==> src/sv/cidt_ram.sv <==
// Generic simple dual-port RAM with one write port and one registered read port.
// No dependencies.
module cidt_ram #(
  parameter int Width = 8,
  parameter int Depth = 16,
  parameter int AddrW = (Depth > 1) ? $clog2(Depth) : 1
) (
  input  logic             clk_i,
  input  logic             we_i,
  input  logic [AddrW-1:0] waddr_i,
  input  logic [Width-1:0] wdata_i,
  input  logic             re_i,
  input  logic [AddrW-1:0] raddr_i,
  output logic [Width-1:0] rdata_o
);

  logic [Width-1:0] mem_q [Depth];
  logic [Width-1:0] rdata_q;

  always_ff @(posedge clk_i) begin
    if (we_i) begin
      mem_q[waddr_i] <= wdata_i;
    end
    if (re_i) begin
      rdata_q <= mem_q[raddr_i];
    end
  end

  assign rdata_o = rdata_q;

endmodule

==> config.mk <==
export PLATFORM = sky130hd
export DESIGN_NAME = cidt_ram
export DESIGN_NICKNAME = d
export VERILOG_FILES = /design/src/sv/cidt_ram.sv
export SDC_FILE = /design/constraint.sdc
export NUM_CORES = 1
export LEC_CHECK = 0
export BUFFER_PORTS_ARGS = -buffer_cell sky130_fd_sc_hd__clkbuf_2
export CORE_UTILIZATION = 39
export CTS_CLUSTER_DIAMETER = 120
export DETAILED_ROUTE_END_ITERATION = 7
export PLACE_DENSITY_LB_ADDON = 0.1
export SLEW_MARGIN = 20
export SYNTH_ARGS = -nofsm -noshare
export SYNTH_HDL_FRONTEND = slang
export SYNTH_SLANG_ARGS = --single-unit
==> constraint.sdc <==
create_clock -name clk_i -period 2.65 [get_ports clk_i]
set_input_delay 0.53 -clock clk_i [delete_from_list [all_inputs] [get_ports clk_i]]
set_output_delay 0.53 -clock clk_i [all_outputs]
set_load 0.02 [all_outputs]
# Yosys cells after proc, flatten, opt, wreduce, memory -nomap -nowiden
# Memory sizes are Yosys's and may differ from the RTL's. A register that Yosys moved wholly into a read port is not among the register bits.
# Index checks and enable logic that the tools add are counted.
# classes
n_mux	2
# op_table
cell	count
2-to-1 mux 1 bit	2
# word_totals
regBits	0
ram_bits	128
output_inout_bits	8
memories	1
# mem_list
name	words	width	rd	rd_ports_with_merged_regs	write_ports	line_no	source
mem_q	16	8	1	1	1	17	logic [Width-1:0] mem_q [Depth];

# Longest topological paths before layout
# Gate-level depths: netlist (run 1).
# depth
depth_word	2
ltp_mapped	5

# Least setup slack after synthesis (run 1)
# No wires, ideal clock.
# synth_timing
kind	input-to-reg
startpoint	input port waddr_i[2]
endpoint	memory mem_q[0][0], enable pin
setup_time_ns	0.383
t_arrival_ns	1.640
required_time_ns	2.267
setup_slack_ns	0.627
cell_stages	2
path_buffers	0
cell_sequence	or3b_2 > nor3_1
# synth_lines
item	line_no	source
from (decl)	10	input logic [AddrW-1:0] waddr_i,
to (decl)	17	
# Straight into the memory's write port.

==> flow_summary.html, run 1 <==
<table>
<tr><th>Metric</th><th>Value</th></tr>
<tr><th colspan="2">Status</th></tr>
<tr><td>Status</td><td>finished, final reports clean</td></tr>
<tr><th colspan="2">Synth</th></tr>
<tr><td>Synthesized instance count</td><td>229</td></tr>
<tr><td>Post-synthesis cell area</td><td>around 5200 um^2</td></tr>
<tr><td>Count of yosys warnings during synthesis</td><td>0</td></tr>
<tr><td>Synth area leader</td><td>edfxtp_1</td></tr>
<tr><td>Sequential fraction of the synthesis area</td><td>0.781</td></tr>
<tr><td>Mean post-synth cell area</td><td>22.8 um^2</td></tr>
<tr><td>Flip-flop and latch count after synthesis</td><td>136</td></tr>
<tr><td>Share of Yosys cell area claimed by the top area cell type</td><td>0.781</td></tr>
<tr><td>Largest cells by area after synthesis</td><td>edfxtp_1, mux4_2, mux4_1</td></tr>
<tr><td>Synth cell types</td><td>18</td></tr>
<tr><td>Net count after synthesis</td><td>248</td></tr>
<tr><th colspan="2">Floorplanning</th></tr>
<tr><td>Height of the die</td><td>between 100 and 150 um</td></tr>
<tr><td>FP Rows</td><td>about 40</td></tr>
<tr><td>Die area</td><td>13900 um^2</td></tr>
<tr><td>Initial Utilization</td><td>0.408</td></tr>
<tr><td>Overall die width</td><td>roughly 120 um</td></tr>
<tr><td>IO Pins</td><td>27</td></tr>
<tr><td>Placeable core region</td><td>12800 um^2</td></tr>
<tr><th colspan="2">Global routing</th></tr>
<tr><td>Initial antenna violation count</td><td>0</td></tr>
<tr><td>Wire length of the first global-routing pass</td><td>~16 mm</td></tr>
<tr><td>Maximum number of pins on one net before global-route repair</td><td>19</td></tr>
<tr><td>GRT Resource Usage Total</td><td>0.168</td></tr>
<tr><td>Number of global-route vias before repair</td><td>about 2.5k</td></tr>
<tr><td>Overflow left after global routing</td><td>0</td></tr>
<tr><th colspan="2">Worst hold path</th></tr>
<tr><td>Path type of the worst min-delay path</td><td>primary input to register</td></tr>
<tr><td>Worst hold stages</td><td>1</td></tr>
<tr><td>Min-Delay Endpoint</td><td>rdata_o[7]$_DFFE_PP_</td></tr>
<tr><td>Start point of the worst hold path</td><td>re_i</td></tr>
<tr><th colspan="2">STA</th></tr>
<tr><td>Number of max-slew violations in the final report</td><td>0</td></tr>
<tr><td>Final-report hold violation count</td><td>0</td></tr>
<tr><td>Share of the clock period used by the worst path after layout</td><td>0.682</td></tr>
<tr><td>Largest clock skew in the final design</td><td>between 0.004 and 0.005 ns</td></tr>
<tr><td>Setup violators final</td><td>0</td></tr>
<tr><td>Final Critical Period</td><td>1.81 ns</td></tr>
<tr><td>Worst hold slack</td><td>a little over 0.5 ns</td></tr>
<tr><td>Fmax</td><td>0.553 GHz</td></tr>
<tr><td>Transition at the pin with the smallest max-transition slack</td><td>between 0.4 and 0.5 ns</td></tr>
<tr><td>Max_slew headroom</td><td>0.688</td></tr>
<tr><td>Setup Total Neg Slack</td><td>0 ns</td></tr>
<tr><td>Setup repair after global routing missed its margin</td><td>no</td></tr>
<tr><th colspan="2">Clocking</th></tr>
<tr><td>Clock tree sinks</td><td>approximately 140</td></tr>
<tr><td>Number of buffers inserted for hold repair after clock tree synthesis</td><td>0</td></tr>
<tr><td>CTS Root Cell</td><td>clkbuf_16</td></tr>
<tr><td>Clock Path Buffers</td><td>2</td></tr>
<tr><td>Number of buffers inserted to repair setup after CTS</td><td>0</td></tr>
<tr><td>Clock tree from TritonCTS</td><td>done</td></tr>
<tr><td>Total CTS buffers</td><td>17</td></tr>
<tr><td>H-tree Lvls</td><td>4</td></tr>
<tr><td>Clock slew seen by the registers of the worst setup and hold paths</td><td>roughly 0.050 ns</td></tr>
<tr><td>CTS resizes</td><td>0</td></tr>
<tr><td>Latest clock arrival within the worst-skew pair</td><td>between 0.4 and 0.5 ns</td></tr>
<tr><th colspan="2">Cells and area</th></tr>
<tr><td>Non-Filler Instances</td><td>~470</td></tr>
<tr><td>Relative area change from synthesis to final layout</td><td>20.1%</td></tr>
<tr><td>Combined area of the multi-input logic cells</td><td>1060 um^2</td></tr>
<tr><td>Storage element area</td><td>slightly above 4000 um^2</td></tr>
<tr><td>Commonest non-fill, non-tap cell in the layout</td><td>edfxtp_1</td></tr>
<tr><td>Antenna diodes</td><td>0</td></tr>
<tr><td>FILL cells</td><td>around 1.1k</td></tr>
<tr><td>Layout Nets</td><td>a little over 300</td></tr>
<tr><td>Proportion of layout cells with a drive suffix above 1</td><td>0.315</td></tr>
<tr><td>Top library cells by usage in the layout, fill and taps aside</td><td>edfxtp_1, clkbuf_2, buf_4</td></tr>
<tr><th colspan="2">Setup path</th></tr>
<tr><td>Worst R2R Setup Slack</td><td>1.20 ns</td></tr>
<tr><td>Kind of end point of the critical path</td><td>register</td></tr>
<tr><td>Worst reg2reg path depth</td><td>3</td></tr>
<tr><td>Data required time at the worst endpoint</td><td>between 2 and 3 ns</td></tr>
<tr><td>Critical-path top delay cell</td><td>mux4_1</td></tr>
<tr><td>Worst Path Class, Setup</td><td>primary input to register</td></tr>
<tr><td>Worst-path maximum fanout</td><td>9</td></tr>
<tr><td>Worst flop-to-flop path startpoint</td><td>mem_q[5][1]$_DFFE_PP_</td></tr>
<tr><td>Worst path top cell family by delay</td><td>multiplexers</td></tr>
<tr><td>Critical path cell sequence</td><td>clkbuf_2, buf_4, mux4_1, a22oi_1, nand2_1</td></tr>
<tr><td>Data arrival time at the worst-slack endpoint</td><td>1.97 ns</td></tr>
<tr><td>Longest individual stage delay on the worst path</td><td>0.57 ns</td></tr>
<tr><td>Capturing point of the worst reg2reg path</td><td>rdata_o[1]$_DFFE_PP_</td></tr>
<tr><td>Crit path launch type</td><td>primary input</td></tr>
<tr><td>Worst Path Buf+Inv</td><td>2</td></tr>
<tr><th colspan="2">Run</th></tr>
<tr><td>Max cap viols</td><td>0</td></tr>
<tr><th colspan="2">Route</th></tr>
<tr><td>Total vias in the final route</td><td>around 2.5k</td></tr>
<tr><td>Post-detailed-route via-to-cell ratio</td><td>roughly 5.2</td></tr>
<tr><td>Top routing layer in use</td><td>met4</td></tr>
<tr><td>1st-pass router iterations</td><td>4</td></tr>
<tr><td>Number of DRC violations after detailed-routing iteration 0</td><td>around 140</td></tr>
<tr><td>Average wire per standard cell</td><td>~23 um</td></tr>
<tr><td>Met3 routed WL</td><td>between 400 and 500 um</td></tr>
<tr><td>Final antenna-violating net count</td><td>0</td></tr>
<tr><td>Wire length reported by the detailed router</td><td>approximately 11 mm</td></tr>
<tr><td>Routed metal-1 wire length</td><td>5.11 mm</td></tr>
<tr><td>DRC violation count after routing</td><td>0</td></tr>
<tr><td>Detailed-routed wire length on met2</td><td>4.85 mm</td></tr>
<tr><th colspan="2">Power</th></tr>
<tr><td>Switching pwr</td><td>0.000961 W</td></tr>
<tr><td>Pint</td><td>between 0.004 and 0.005 W</td></tr>
<tr><td>Worst IR Drop VDD</td><td>roughly 0.41 mV</td></tr>
<tr><td>Part of the power in combinational logic</td><td>0.047</td></tr>
<tr><td>Final Power</td><td>roughly 0.0050 W</td></tr>
<tr><td>Sequential group share of total power</td><td>0.484</td></tr>
<tr><td>Sw frac</td><td>0.191</td></tr>
<tr><td>Cell leakage power</td><td>2.14 nW</td></tr>
<tr><td>Share of total power in the clock network</td><td>0.468</td></tr>
<tr><td>Power per cell area</td><td>about 800 nW/um^2</td></tr>
<tr><th colspan="2">Placed design</th></tr>
<tr><td>RePlAce Congestion</td><td>about 0.71</td></tr>
<tr><td>HPWL after DPL</td><td>between 6 and 7 mm</td></tr>
<tr><td>Number of cells in the design after placement</td><td>about 440</td></tr>
<tr><td>Count of buffers from port buffering</td><td>26</td></tr>
</table>
## synth_stat cells, drive strengths merged
library cell / count
a22oi: 16
nand2b: 2
nor2b: 1
nor2: 13
or3b: 1
edfxtp: 136
buf: 7
nand2: 9
clkdlybuf4s25: 3
and2: 1
nand3b: 2
mux4: 32
and2b: 1
nor3: 4
nand3: 1
## worst max-delay path by stage
stage / endpoint / startpoint / cells after the start
CTS: rdata_o[4]$_DFFE_PP_ / raddr_i[0] / 5
detailed placement: rdata_o[4]$_DFFE_PP_ / raddr_i[0] / 5
global placement: rdata_o[1]$_DFFE_PP_ / raddr_i[0] / 5
global route: rdata_o[4]$_DFFE_PP_ / raddr_i[0] / 5
finish: rdata_o[4]$_DFFE_PP_ / raddr_i[0] / 5
floorplan: mem_q[0][0]$_DFFE_PP_ / waddr_i[2] / 2
## power groups by stage
stage,clock [W],combinational (W),sequential [W]
3_3_place_gp,0,0.000241,0.00248
6_report,0.00236,0.000238,0.00244
4_1_cts,0.00240,0.000244,0.00244
5_1_grt,0.00250,0.000260,0.00244
3_5_place_dp,0,0.000243,0.00248
2_1_floorplan,0,0.000122,0.00249
## area by class of cell
cell class                 instances  area share
multi-input combinational         83       0.168
clock buffer                      19      0.0690
sequential                       136       0.650
clock inverter                    13      0.0253
tap                              172      0.0343
timing repair buffer              51      0.0526
## through the flow
stage	instance area (um^2)	utilization	setup slack, ns
floorplan	5230	-	0.627
global route	6280	0.490	0.725
finish	6280	0.490	0.842
global placement	5690	0.443	0.367
detailed placement	5690	0.443	0.365
CTS	6280	0.490	0.793
## registers in the layout, indices dropped and copies added (netlist names)
signal,cells
mem_q,128
rdata_o,8
## cells by family after synthesis
| group | after synthesis | synth area share |
|---|---|---|
| DFF | 136 | 0.781 |
| muxes | 32 | 0.148 |
| buffers and inverters | 10 | 0.0165 |
| AOI/OAI and AO/OA | 16 | 0.0230 |
| and+or+nand+nor | 35 | 0.0314 |
## metal layers
| layer | vias to the layer above | track usage |
|---|---|---|
| met5 | - | 0 |
| met4 | 0 | 0.0913 |
| met3 | 21 | 0.0417 |
| met2 | 62 | 0.245 |
| met1 | 1283 | 0.233 |
| li1 | 1105 | - |
No activity file was read; power rests on OpenSTA's default activity.
==> run 2, diff against run 1 <==
==> constraint.sdc (replaced) <==
create_clock -name clk_i -period 1.8 [get_ports clk_i]
set_input_delay 0.36 -clock clk_i [delete_from_list [all_inputs] [get_ports clk_i]]
set_output_delay 0.36 -clock clk_i [all_outputs]
set_load 0.02 [all_outputs]
==> run 2 against run 1 <==
Setup slack worse by 0.58 ns; clock skew increased by 0.0012 ns; first-iteration DRC count increased by 17%; wire length is 1.1% lower; critical path type is now register to register; power increased by 42%; sequential share of layout area shrank 0.25 points; flip-flop and latch count unchanged; highest routed layer unchanged; combinational power up 52%; via count fell by 1.5%; cell count grew 0.63%; sequential power increased by 47%; count of clock-buffer cells in the layout unchanged.
==> flow_summary.html, run 2 (synthesis results as in run 1) <==
<table>
<tr><th>Metric</th><th>Value</th></tr>
<tr><th colspan="2">Global routing</th></tr>
<tr><td>Number of global-route vias before repair</td><td>2588 (+2.1%)</td></tr>
<tr><td>Initial antenna violation count</td><td>0 (unchanged)</td></tr>
<tr><td>Maximum number of pins on one net before global-route repair</td><td>21 (+2)</td></tr>
<tr><td>Wire length of the first global-routing pass</td><td>16.0 mm (-1.6%)</td></tr>
<tr><td>Overflow left after global routing</td><td>0 (unchanged)</td></tr>
<tr><td>GRT Resource Usage Total</td><td>0.168 (-0.000786)</td></tr>
<tr><th colspan="2">Setup path</th></tr>
<tr><td>Worst Path Class, Setup</td><td>register to register</td></tr>
<tr><td>Critical path cell sequence</td><td>mux4_2, a22oi_1, buf_4, nand2_1</td></tr>
<tr><td>Data required time at the worst endpoint</td><td>1.96 ns (-0.85 ns)</td></tr>
<tr><td>Longest individual stage delay on the worst path</td><td>0.50 ns (-0.07 ns)</td></tr>
<tr><td>Worst-path maximum fanout</td><td>1 (-8)</td></tr>
<tr><td>Critical-path top delay cell</td><td>mux4_2</td></tr>
<tr><td>Kind of end point of the critical path</td><td>register</td></tr>
<tr><td>Crit path launch type</td><td>register</td></tr>
<tr><td>Data arrival time at the worst-slack endpoint</td><td>1.69 ns (-0.28 ns)</td></tr>
<tr><th colspan="2">Status</th></tr>
<tr><td>Status</td><td>finished, final reports clean</td></tr>
<tr><th colspan="2">Route</th></tr>
<tr><td>Routed metal-1 wire length</td><td>4.88 mm (-4.6%)</td></tr>
<tr><td>Top routing layer in use</td><td>met4</td></tr>
<tr><td>Met3 routed WL</td><td>539 um (+25%)</td></tr>
<tr><td>1st-pass router iterations</td><td>6 (+2)</td></tr>
<tr><td>Average wire per standard cell</td><td>22.1 um (-1.7%)</td></tr>
<tr><td>Number of DRC violations after detailed-routing iteration 0</td><td>158 (+17%)</td></tr>
<tr><td>Total vias in the final route</td><td>2433 (-1.5%)</td></tr>
<tr><td>Final antenna-violating net count</td><td>0 (unchanged)</td></tr>
<tr><td>Detailed-routed wire length on met2</td><td>4.95 mm (+2.2%)</td></tr>
<tr><td>Wire length reported by the detailed router</td><td>10.6 mm (-1.1%)</td></tr>
<tr><td>Post-detailed-route via-to-cell ratio</td><td>5.10 (-2.2%)</td></tr>
<tr><td>DRC violation count after routing</td><td>0 (unchanged)</td></tr>
<tr><th colspan="2">Worst hold path</th></tr>
<tr><td>Path type of the worst min-delay path</td><td>primary input to register</td></tr>
<tr><th colspan="2">Floorplanning</th></tr>
<tr><td>Die area</td><td>13900 um^2 (unchanged)</td></tr>
<tr><td>Height of the die</td><td>118 um (unchanged)</td></tr>
<tr><td>Overall die width</td><td>118 um (unchanged)</td></tr>
<tr><td>IO Pins</td><td>27 (unchanged)</td></tr>
<tr><td>Initial Utilization</td><td>0.408 (unchanged)</td></tr>
<tr><td>Placeable core region</td><td>12800 um^2 (unchanged)</td></tr>
<tr><td>FP Rows</td><td>41 (unchanged)</td></tr>
<tr><th colspan="2">Clocking</th></tr>
<tr><td>Clock tree sinks</td><td>136 (unchanged)</td></tr>
<tr><td>Latest clock arrival within the worst-skew pair</td><td>0.41 ns (about the same)</td></tr>
<tr><td>Clock Path Buffers</td><td>2 (unchanged)</td></tr>
<tr><td>CTS Root Cell</td><td>clkbuf_16</td></tr>
<tr><td>Clock tree from TritonCTS</td><td>done</td></tr>
<tr><td>Number of buffers inserted for hold repair after clock tree synthesis</td><td>0 (unchanged)</td></tr>
<tr><td>Clock slew seen by the registers of the worst setup and hold paths</td><td>0.05 ns (about the same)</td></tr>
<tr><td>H-tree Lvls</td><td>4 (unchanged)</td></tr>
<tr><td>CTS resizes</td><td>0 (unchanged)</td></tr>
<tr><td>Total CTS buffers</td><td>17 (unchanged)</td></tr>
<tr><td>Number of buffers inserted to repair setup after CTS</td><td>0 (unchanged)</td></tr>
<tr><th colspan="2">Power</th></tr>
<tr><td>Power per cell area</td><td>1130 nW/um^2 (+41%)</td></tr>
<tr><td>Final Power</td><td>0.00713 W (+42%)</td></tr>
<tr><td>Worst IR Drop VDD</td><td>0.632 mV (+54%)</td></tr>
<tr><td>Cell leakage power</td><td>2.15 nW (+0.29%)</td></tr>
<tr><th colspan="2">Cells and area</th></tr>
<tr><td>Top library cells by usage in the layout, fill and taps aside</td><td>edfxtp_1, clkbuf_2, buf_4</td></tr>
<tr><td>Final non-filler cell area</td><td>6300 um^2 (+0.38%)</td></tr>
<tr><td>Flip-flop count of the largest register, all copies and words added</td><td>128 (unchanged)</td></tr>
<tr><td>Proportion of layout cells with a drive suffix above 1</td><td>0.328 (+0.0133)</td></tr>
<tr><td>Reg with most FFs</td><td>mem_q</td></tr>
<tr><td>Layout Nets</td><td>312 (+1.3%)</td></tr>
<tr><td>Antenna diodes</td><td>0 (unchanged)</td></tr>
<tr><td>Commonest non-fill, non-tap cell in the layout</td><td>edfxtp_1</td></tr>
<tr><td>Final Core Density</td><td>0.491 (+0.00185)</td></tr>
<tr><td>Relative area change from synthesis to final layout</td><td>20.6%</td></tr>
<tr><th colspan="2">STA</th></tr>
<tr><td>Number of max-slew violations in the final report</td><td>0 (unchanged)</td></tr>
<tr><td>Setup Total Neg Slack</td><td>0 ns (unchanged)</td></tr>
<tr><td>Max_slew headroom</td><td>0.391 (-0.297)</td></tr>
<tr><td>Final-report hold violation count</td><td>0 (unchanged)</td></tr>
<tr><td>Largest clock skew in the final design</td><td>0.00582 ns (+0.00116 ns)</td></tr>
<tr><td>Share of the clock period used by the worst path after layout</td><td>0.853</td></tr>
<tr><td>Transition at the pin with the smallest max-transition slack</td><td>0.910 ns (+0.443 ns)</td></tr>
<tr><td>Worst hold slack</td><td>0.348 ns (-0.161 ns)</td></tr>
<tr><td>Final Critical Period</td><td>1.54 ns</td></tr>
<tr><td>Setup repair after global routing missed its margin</td><td>no</td></tr>
<tr><td>Fmax</td><td>0.651 GHz</td></tr>
<tr><td>Setup violators final</td><td>0 (unchanged)</td></tr>
<tr><th colspan="2">Run</th></tr>
<tr><td>Max cap viols</td><td>0 (unchanged)</td></tr>
<tr><th colspan="2">Placed design</th></tr>
<tr><td>Count of buffers from port buffering</td><td>26 (unchanged)</td></tr>
<tr><td>Placed cell areas</td><td>5760 um^2 (+1.3%)</td></tr>
<tr><td>HPWL after DPL</td><td>6.97 mm (+1.9%)</td></tr>
<tr><td>RePlAce Congestion</td><td>0.792 (+11%)</td></tr>
</table>
[run 2: layout make-up]
class | count | area [um^2]
Fill cell | 1068 | 6520
Sequential cell | 136 | 4080
Multi-Input combinational cell | 83 | 1060
Clock buffer | 19 | 433
Timing Repair Buffer | 55 | 398
Tap cell | 172 | 215
Clock inverter | 12 | 110
[run 2: path summary, 6_finish.rpt]
| path | end | depth (start not counted) | slack (ns) | startpoint |
|---|---|---|---|---|
| worst max-delay path | rdata_o[4]$_DFFE_PP_ | 4 | 0.26 | mem_q[3][4]$_DFFE_PP_ |
| worst min-delay path | rdata_o[4]$_DFFE_PP_ | 1 | 0.35 | re_i |
| worst max register to register | rdata_o[4]$_DFFE_PP_ | 4 | 0.26 | mem_q[3][4]$_DFFE_PP_ |
| worst min register to register | rdata_o[3]$_DFFE_PP_ | 3 | 0.76 | mem_q[8][3]$_DFFE_PP_ |
[run 2: power by group]
group | internal, W | switching (W) | total, W
Sequential | 0.00357 | 0.0000183 | 0.00359
Clock | 0.00199 | 0.00118 | 0.00318
Combinational | 0.000153 | 0.000207 | 0.000361
Total | 0.00572 | 0.00141 | 0.00713
[run 2: worst max-delay path, delay by kind of cell (launching register included)]
kind	cells	cell delay (ns)
multiplexers	1	0.50
AND/OR/NAND/NOR	1	0.05
flip-flops	1	0.36
AO/OA/AOI/OAI	1	0.21
buffers and inverters	1	0.16
[run 2: routing by layer]
metal	track usage	vias up
li1	-	1110
met1	0.226	1244
met2	0.253	62
met3	0.0475	17
met4	0.0745	0
met5	0	-
[run 2: per-stage QoR]
step                      setup WS [ns]  instances
after detailed placement         -0.169        446
after floorplan                   0.158        229
after CTS                         0.272        477
after global placement           -0.188        446
after global routing              0.181        477
final                             0.264        477
==> run 3, diff against run 2 <==
--- a/config.mk
+++ b/config.mk
@@ -10,6 +10,7 @@
 export CTS_CLUSTER_DIAMETER = 120
 export DETAILED_ROUTE_END_ITERATION = 7
 export PLACE_DENSITY_LB_ADDON = 0.1
+export RECOVER_POWER = 50
 export SLEW_MARGIN = 20
 export SYNTH_ARGS = -nofsm -noshare
 export SYNTH_HDL_FRONTEND = slang
==> run 3 against run 2 <==
Global-route usage unchanged; critical path depth unchanged; via count about the same; first-iteration DRC count up 5.7%; power about the same; cell count unchanged; non-clock buffer count unchanged; hold slack better by 0.070 ns; die area unchanged; count of clock-buffer cells in the layout unchanged; fmax up 0.25%.
==> flow_summary.html, run 3 (synthesis results as in run 1) <==
<table>
<tr><th>Metric</th><th>Value</th></tr>
<tr><th colspan="2">Cells and area</th></tr>
<tr><td>Top library cells by usage in the layout, fill and taps aside</td><td>edfxtp_1, buf_4, mux4_2</td></tr>
<tr><td>Flip-flop count of the largest register, all copies and words added</td><td>128 (unchanged)</td></tr>
<tr><td>Relative area change from synthesis to final layout</td><td>20.2%</td></tr>
<tr><td>Final non-filler cell area</td><td>6280 um^2 (-0.32%)</td></tr>
<tr><td>Proportion of layout cells with a drive suffix above 1</td><td>0.289 (-0.0393)</td></tr>
<tr><td>FILL cells</td><td>1076 (+0.75%)</td></tr>
<tr><td>Layout Nets</td><td>312 (unchanged)</td></tr>
<tr><td>Commonest non-fill, non-tap cell in the layout</td><td>edfxtp_1</td></tr>
<tr><td>Reg with most FFs</td><td>mem_q</td></tr>
<tr><td>Antenna diodes</td><td>0 (unchanged)</td></tr>
<tr><th colspan="2">Route</th></tr>
<tr><td>Met3 routed WL</td><td>369 um (-32%)</td></tr>
<tr><td>Final antenna-violating net count</td><td>0 (unchanged)</td></tr>
<tr><td>Average wire per standard cell</td><td>22.2 um (+0.17%)</td></tr>
<tr><td>DRC violation count after routing</td><td>0 (unchanged)</td></tr>
<tr><td>Detailed-routed wire length on met2</td><td>4.95 mm (about the same)</td></tr>
<tr><td>Top routing layer in use</td><td>met4</td></tr>
<tr><td>Post-detailed-route via-to-cell ratio</td><td>5.10 (about the same)</td></tr>
<tr><td>Routed metal-1 wire length</td><td>5.07 mm (+3.9%)</td></tr>
<tr><td>Total vias in the final route</td><td>2431 (-0.082%)</td></tr>
<tr><td>1st-pass router iterations</td><td>4 (-2)</td></tr>
<tr><td>Wire length reported by the detailed router</td><td>10.6 mm (+0.17%)</td></tr>
<tr><td>Number of DRC violations after detailed-routing iteration 0</td><td>167 (+5.7%)</td></tr>
<tr><th colspan="2">STA</th></tr>
<tr><td>Share of the clock period used by the worst path after layout</td><td>0.851 (-0.00215)</td></tr>
<tr><td>Final Critical Period</td><td>1.53 ns (-0.00387 ns)</td></tr>
<tr><td>Setup repair after global routing missed its margin</td><td>no</td></tr>
<tr><td>Transition at the pin with the smallest max-transition slack</td><td>0.945 ns (+0.0348 ns)</td></tr>
<tr><td>Final-report hold violation count</td><td>0 (unchanged)</td></tr>
<tr><td>Setup violators final</td><td>0 (unchanged)</td></tr>
<tr><td>Fmax</td><td>0.653 GHz (+0.25%)</td></tr>
<tr><td>Largest clock skew in the final design</td><td>0.00593 ns (+0.000108 ns)</td></tr>
<tr><td>Max_slew headroom</td><td>0.368 (-0.0233)</td></tr>
<tr><td>Number of max-slew violations in the final report</td><td>0 (unchanged)</td></tr>
<tr><th colspan="2">Floorplanning</th></tr>
<tr><td>Overall die width</td><td>118 um (unchanged)</td></tr>
<tr><td>Initial Utilization</td><td>0.408 (unchanged)</td></tr>
<tr><td>Placeable core region</td><td>12800 um^2 (unchanged)</td></tr>
<tr><td>Die area</td><td>13900 um^2 (unchanged)</td></tr>
<tr><td>FP Rows</td><td>41 (unchanged)</td></tr>
<tr><td>Height of the die</td><td>118 um (unchanged)</td></tr>
<tr><td>IO Pins</td><td>27 (unchanged)</td></tr>
<tr><th colspan="2">Setup path</th></tr>
<tr><td>Critical path origin</td><td>mem_q[3][4]$_DFFE_PP_</td></tr>
<tr><td>Worst Path Class, Setup</td><td>register to register</td></tr>
<tr><td>Crit path launch type</td><td>register</td></tr>
<tr><td>Critical path cell sequence</td><td>mux4_2, a22oi_1, buf_4, nand2_1</td></tr>
<tr><td>Worst R2R Setup Slack</td><td>0.27 ns (about the same)</td></tr>
<tr><td>Data arrival time at the worst-slack endpoint</td><td>1.69 ns (about the same)</td></tr>
<tr><td>Worst flop-to-flop path startpoint</td><td>mem_q[3][4]$_DFFE_PP_</td></tr>
<tr><td>Data required time at the worst endpoint</td><td>1.96 ns (about the same)</td></tr>
<tr><td>Worst-path maximum fanout</td><td>1 (unchanged)</td></tr>
<tr><td>Critical path capture point</td><td>rdata_o[4]$_DFFE_PP_</td></tr>
<tr><td>Worst reg2reg path depth</td><td>4 (unchanged)</td></tr>
<tr><td>Capturing point of the worst reg2reg path</td><td>rdata_o[4]$_DFFE_PP_</td></tr>
<tr><td>Kind of end point of the critical path</td><td>register</td></tr>
<tr><td>Longest individual stage delay on the worst path</td><td>0.50 ns (about the same)</td></tr>
<tr><td>Critical-path top delay cell</td><td>mux4_2</td></tr>
<tr><th colspan="2">Clocking</th></tr>
<tr><td>Clock Path Buffers</td><td>2 (unchanged)</td></tr>
<tr><td>Clock tree from TritonCTS</td><td>done</td></tr>
<tr><td>Number of buffers inserted for hold repair after clock tree synthesis</td><td>0 (unchanged)</td></tr>
<tr><td>Clock slew seen by the registers of the worst setup and hold paths</td><td>0.05 ns (about the same)</td></tr>
<tr><td>Latest clock arrival within the worst-skew pair</td><td>0.41 ns (about the same)</td></tr>
<tr><td>CTS Root Cell</td><td>clkbuf_16</td></tr>
<tr><td>Total CTS buffers</td><td>17 (unchanged)</td></tr>
<tr><td>Number of buffers inserted to repair setup after CTS</td><td>0 (unchanged)</td></tr>
<tr><td>CTS resizes</td><td>0 (unchanged)</td></tr>
<tr><td>H-tree Lvls</td><td>4 (unchanged)</td></tr>
<tr><td>Clock tree sinks</td><td>136 (unchanged)</td></tr>
<tr><th colspan="2">Global routing</th></tr>
<tr><td>GRT Resource Usage Total</td><td>0.168 (unchanged)</td></tr>
<tr><td>Initial antenna violation count</td><td>0 (unchanged)</td></tr>
<tr><td>Maximum number of pins on one net before global-route repair</td><td>21 (unchanged)</td></tr>
<tr><td>Number of global-route vias before repair</td><td>2588 (unchanged)</td></tr>
<tr><td>Wire length of the first global-routing pass</td><td>16.0 mm (unchanged)</td></tr>
<tr><td>Overflow left after global routing</td><td>0 (unchanged)</td></tr>
<tr><th colspan="2">Worst hold path</th></tr>
<tr><td>Start point of the worst hold path</td><td>re_i</td></tr>
<tr><td>Path type of the worst min-delay path</td><td>primary input to register</td></tr>
<tr><th colspan="2">Power</th></tr>
<tr><td>Power per cell area</td><td>1130 nW/um^2 (+0.34%)</td></tr>
<tr><td>Worst IR Drop VDD</td><td>0.632 mV (about the same)</td></tr>
<tr><td>Final Power</td><td>0.00713 W (about the same)</td></tr>
<tr><td>Cell leakage power</td><td>2.11 nW (-1.8%)</td></tr>
<tr><th colspan="2">Placed design</th></tr>
<tr><td>RePlAce Congestion</td><td>0.792 (unchanged)</td></tr>
<tr><td>Placed cell areas</td><td>5760 um^2 (unchanged)</td></tr>
<tr><td>HPWL after DPL</td><td>6.97 mm (unchanged)</td></tr>
<tr><td>Count of buffers from port buffering</td><td>26 (unchanged)</td></tr>
<tr><th colspan="2">Run</th></tr>
<tr><td>Max cap viols</td><td>0 (unchanged)</td></tr>
<tr><th colspan="2">Status</th></tr>
<tr><td>Status</td><td>finished, final reports clean</td></tr>
</table>
[run 3: cell count changes in the layout (fill, tap and decap cells not counted)]
cell      change
buf_4         -2
clkbuf_1     +12
clkbuf_2     -10
[run 3: area by class of cell]
class	count	area (um^2)	share of cell area
well taps	172	215	0.0343
repair buffers	55	378	0.0601
clock buffers	19	433	0.0689
flip-flops and latches	136	4080	0.650
clock inverters	12	110	0.0175
multi-input cells	83	1060	0.169
[run 3: layer usage]
layer	vias up	GRT usage
met4	0	0.0745
li1	1110	-
met3	16	0.0475
met1	1257	0.226
met2	48	0.253
met5	-	0
[run 3: worst min path at each step]
| stage | to | slack, ns | cells past startpoint |
|---|---|---|---|
| 6_report | rdata_o[4]$_DFFE_PP_ | 0.42 | 1 |
| 5_1_grt | rdata_o[4]$_DFFE_PP_ | 0.45 | 1 |
| 4_1_cts | mem_q[12][5]$_DFFE_PP_ | 0.34 | 1 |
| 3_5_place_dp | rdata_o[3]$_DFFE_PP_ | 0.75 | 3 |
| 3_3_place_gp | rdata_o[3]$_DFFE_PP_ | 0.73 | 3 |
| 2_1_floorplan | mem_q[0][0]$_DFFE_PP_ | 0.46 | 0 |
[run 3: power by group]
part / internal, W / switching [W] / total [W]
Combinational: 0.000150 / 0.000208 / 0.000357
Clock: 0.00199 / 0.00119 / 0.00318
Sequential: 0.00357 / 0.0000183 / 0.00359
[run 3: per-stage QoR]
step / TNS [ns] / cells / hold WS, ns / util / setup slack [ns]
2_1_floorplan: 0 / 229 / 0.459 / - / 0.158
3_3_place_gp: -0.895 / 446 / 0.731 / 0.449 / -0.188
3_5_place_dp: -0.884 / 446 / 0.754 / 0.449 / -0.169
4_1_cts: 0 / 477 / 0.343 / 0.491 / 0.272
5_1_grt: 0 / 477 / 0.449 / 0.490 / 0.181
6_report: 0 / 477 / 0.418 / 0.490 / 0.268
[run 3: worst max-delay path: cells and delay by family (launching register included)]
kind / cells / cell delay (ns)
AND/OR/NAND/NOR: 1 / 0.05
buffers and inverters: 1 / 0.16
flip-flops: 1 / 0.36
multiplexers: 1 / 0.50
AO/OA/AOI/OAI: 1 / 0.20
